**src/hdl/kwm_pkg.sv**
```systemverilog
// Package for the k-way sorted merge core: status codes, command codes and
// controller-to-datapath command and datapath-to-controller status types. No dependencies.
package kwm_pkg;

	localparam logic [1:0] ST_APPENDED = 2'd0;
	localparam logic [1:0] ST_TAKEN    = 2'd1;
	localparam logic [1:0] ST_EMPTY    = 2'd2;
	localparam logic [1:0] ST_FULL     = 2'd3;

	localparam logic CMD_APPEND = 1'b0;
	localparam logic CMD_TAKE   = 1'b1;

	// controller commands to the datapath
	typedef struct packed {
		logic latch;      // capture the command fields
		logic mem_read;   // issue a head read for the scan
		logic scan_step;  // fold the returned head into the running minimum
		logic commit;     // update pointers, write memory, emit result
	} kwm_ctl_t;

	// datapath status to the controller
	typedef struct packed {
		logic scan_last;  // final queue scanned
	} kwm_sts_t;

endpackage

```
**src/hdl/kwm_ctrl.sv**
```systemverilog
// Controller state machine for the k-way merge core.
// Depends on kwm_pkg.
module kwm_ctrl (
	input  logic              clk,
	input  logic              arst_n,
	input  logic              start,
	input  logic              command,
	output logic              busy,
	output kwm_pkg::kwm_ctl_t ctl,
	input  kwm_pkg::kwm_sts_t sts
);
	import kwm_pkg::*;

	typedef enum logic [3:0] {
		S_IDLE = 4'b0001,
		S_READ = 4'b0010,
		S_SCAN = 4'b0100,
		S_DONE = 4'b1000
	} state_t;

	state_t state_q, state_d;

	always_ff @(posedge clk or negedge arst_n) begin
		if (!arst_n) state_q <= S_IDLE;
		else state_q <= state_d;
	end

	always_comb begin
		state_d = state_q;
		ctl = '0;
		case (state_q)
			S_IDLE: begin
				if (start) begin
					ctl.latch = 1'b1;
					state_d = (command == CMD_TAKE) ? S_READ : S_DONE;
				end
			end
			S_READ: begin
				ctl.mem_read = 1'b1;
				state_d = S_SCAN;
			end
			S_SCAN: begin
				ctl.scan_step = 1'b1;
				if (sts.scan_last) state_d = S_DONE;
				else ctl.mem_read = 1'b1;
			end
			S_DONE: begin
				ctl.commit = 1'b1;
				state_d = S_IDLE;
			end
			default: state_d = S_IDLE;
		endcase
	end

	assign busy = (state_q != S_IDLE);
endmodule

```
**config.mk**
```make
export PLATFORM = sky130hd
export DESIGN_NAME = kwm_ctrl
export DESIGN_NICKNAME = d
export VERILOG_FILES = /design/src/hdl/kwm_pkg.sv /design/src/hdl/kwm_ctrl.sv
export SDC_FILE = /design/constraint.sdc
export NUM_CORES = 1
export LEC_CHECK = 0
export BUFFER_PORTS_ARGS = -buffer_cell sky130_fd_sc_hd__buf_2
export CAP_MARGIN = 20
export CORE_AREA = 2 2 39 41
export CTS_BUF_LIST = sky130_fd_sc_hd__clkbuf_4 sky130_fd_sc_hd__clkbuf_8
export DETAILED_ROUTE_END_ITERATION = 12
export DIE_AREA = 0 0 41 43
export PLACE_DENSITY_LB_ADDON = 0.2
export SLEW_MARGIN = 20
export SYNTH_ARGS = -nofsm -noshare
export SYNTH_HDL_FRONTEND = slang
export SYNTH_SLANG_ARGS = --single-unit
```
**constraint.sdc**
```tcl
create_clock -name clk -period 3.25 [get_ports clk]
set_input_delay 0.1625 -clock clk [delete_from_list [all_inputs] [get_ports clk]]
set_output_delay 0.1625 -clock clk [all_outputs]
set_load 0.03 [all_outputs]
```
==> key figures <==
Outcome
  • Status: finished, final reports clean

Worst setup path
  • Reg-to-reg endpoint: state_q[1]
  • Critical path class: reg -> out
  • Slowest cell on the critical path: dfrtp_1
  • Crit Reg-Reg Startpoint: state_q[1]
  • CP required: between 3000 and 4000 ps
  • Startpoint types: register
  • Crit path capture type: output port
  • Critical Path AT: 1420 ps
  • CP Cell Sequence: nor4b_4 > and2_1 > buf_2
  • CP Max Fanout: 6
  • R2R setup slack: around 2100 ps
  • Reg2Reg Depth: 2
  • Slowest stage delay, CP: approximately 460 ps

Hold path
  • Hold Path Class: in -> reg
  • Hold Crit Start: start
  • Hold endpoint: state_q[0]
  • Hold Path Depth: 2

Final layout
  • Layout cell share with drive strength beyond 1: approximately half
  • Final core occ: between 20 and 25%
  • Filler cell count: ~150
  • Max reg flops: 4
  • Multi-input logic area: 120 um2
  • Post-route cell area: around 330 um2
  • Layout Cells excl Fill: 49
  • Area Growth Syn to Fin: 45.9%
  • Most flop-heavy register: state_q
  • Layout net count: 39
  • Antenna diode count: 0
  • Register Area: a little over 100 um2
  • Top flop regs: state_q (4)

Route
  • DRT antenna net count: 0
  • Final WL: 448 um
  • Drt drc: 0
  • Via density: roughly 4
  • 1st-iter DRT viols: 2
  • Vias: about 200
  • Routed wire per std cell: approximately 9.1 um
  • Drt first pass iters: 3

Timing
  • Fin Setup TNS: 0 ps
  • Max-slew headroom: 80.7%
  • Setup slack after layout: between 1500 and 2000 ps
  • Max Freq: 632 MHz
  • RSZ-0062 raised after global routing: no
  • Final min period: approximately 1600 ps
  • Max Slew Vio Count: 0
  • Hold Fails Final Rpt: 0
  • Worst Clk Skew: 1.63 ps
  • Hold Slack: about 130 ps
  • Endpoints failing setup: 0
  • Worst-Margin Slew: around 290 ps
  • Final Cycle Share: between 40% and 50%

Pwr
  • Clock share of power: between 30% and 40%
  • Combinational Power Share: ~34%
  • Switch share: between 30 and 40%
  • Internal power: between 0.15 and 0.2 mW
  • Power Dens Cells: ~690 mW/mm2
  • Worst VDD drop: roughly 0.22 mV
  • Psw: 0.0800 mW
  • Static Leak: about 0.18 nW
  • Sequential share of power: about 33%
  • Total power: approximately 0.23 mW

Placed design
  • Dpl cell area: ~300 um2
  • Placed Cells: 44
  • RD Place Congestion: 0.736
  • Port buffer count: 9
  • DP Worst Slack: approximately 1900 ps
  • Final HPWL DP: 369 um

Floorplanning
  • Die area: ~0.0018 mm2
  • Core region area: 0.00138 mm2
  • # rows: 14
  • Die Y: 43 um
  • # IOs: 10
  • Die width: between 40 and 50 um
  • Starting Density: between 15 and 20%

Yosys
  • Syn Std Cell Area: 229 um2
  • #FFs+latches synth: 4
  • Synth Warn #: 0
  • Distinct cells, synth: 15
  • Synthesized instance count: 19
  • Sequential area share after synthesis: between 40 and 50%
  • Syn Area/Cell: between 10 and 15 um2
  • Syn_nets: 24

Clocking
  • Max Root-Sink Buffers: 2
  • Worst-path clk slew: around 40 ps
  • Num CTS Buffers: 3
  • CTS Sinks: 4
  • Root buffer cell: clkbuf_4
  • CTS tree: yes
  • Number of H-tree levels: 1
  • Clk_lat worst skew: between 200 and 250 ps

Global route
  • First-pass GRT wire length: roughly 740 um
  • Initial antenna violation count: 0
  • Number of global-route vias before repair: slightly below 200
  • Largest net degree at the start of global routing: 7
  • Total track usage: under 10%
  • Remaining global-route overflow: 0

Flow run
  • Max_cap viols: 0
per-layer routing:
layer  routed length [um]  part of all wire [%]  vias up  GRT usage (%)
met5                    0                     0        -              0
met4                    8                   1.8        0           10.0
met3                   17                   3.8        2           3.14
met2                  232                    52        4           8.75
met1                  189                    42       93           6.84
li1                     -                     -       98              -
placed cells by master (no fill, tap or decap), drive strengths merged:
master and n:
a22oi 1, buf 9, dfrtp 3, nor3b 1, dlygate4sd3 1, and2 1, and3 1, o21a 2
nor2 1, dfstp 1, nor2b 1, inv 2, nor4b 3, a32o 1, clkbuf 4, xor2 1
Yosys cell counts (all sizes together):
library cell  instances  area share [%]
inv                   2             3.3
dfrtp                 3              33
a22oi                 1             3.3
nor4b                 3              21
dfstp                 1              11
and2                  1             2.7
xor2                  1             3.8
nor2b                 1             2.7
nor3b                 1             3.3
o21a                  2             6.6
a32o                  1             4.9
nor2                  1             1.6
and3                  1             2.7
worst max-delay path: cells and delay by family (launching register included):
family | cells | cell delay (ps)
DFF | 1 | 460
and+or+nand+nor | 2 | 550
buffers and inverters | 1 | 180
worst max-delay path by stage:
stage,start,to,slack [ps],depth (start not counted)
after floorplan,state_q[1],ctl[0],1560,1
after global placement,state_q[1],ctl[3],1920,3
after detailed placement,state_q[1],ctl[3],1910,3
after CTS,state_q[1],ctl[3],1650,3
after global routing,state_q[1],ctl[3],1560,3
final,state_q[1],ctl[3],1670,3
layout make-up:
| class | instances | area share, % |
|---|---|---|
| timing repair buffer | 10 | 16.5 |
| tap | 16 | 5.99 |
| clock buffer | 4 | 8.99 |
| sequential | 4 | 30.3 |
| multi-input combinational | 13 | 36.0 |
| inverter | 2 | 2.25 |
kinds of logic (layout without fill, tap and decap cells):
kind of cell / after synthesis / in the layout / synth area share [%]
buf+inv: 2 / 16 / 3.28
simple gates: 8 / 8 / 33.9
xor+xnor: 1 / 1 / 3.83
flops: 4 / 4 / 44.3
compound gates: 4 / 4 / 14.8
power groups by stage:
stage          logic, mW  registers (mW)  clock network [mW]
3_5_place_dp      0.0795          0.0768                   0
6_report          0.0791          0.0763              0.0755
5_1_grt           0.0867          0.0775              0.0855
4_1_cts           0.0805          0.0761              0.0793
2_1_floorplan     0.0612          0.0741                   0
3_3_place_gp      0.0800          0.0769                   0
what timing repair did:
item | CTS | global route
hold buffers | 1 | 0
hold endpoints to repair | 4 | 0
setup buffers | 0 | 0
endpoints found under the setup margin | 0 | 0
gates resized for setup | 0 | 0
No activity file was read; power rests on OpenSTA's default activity.
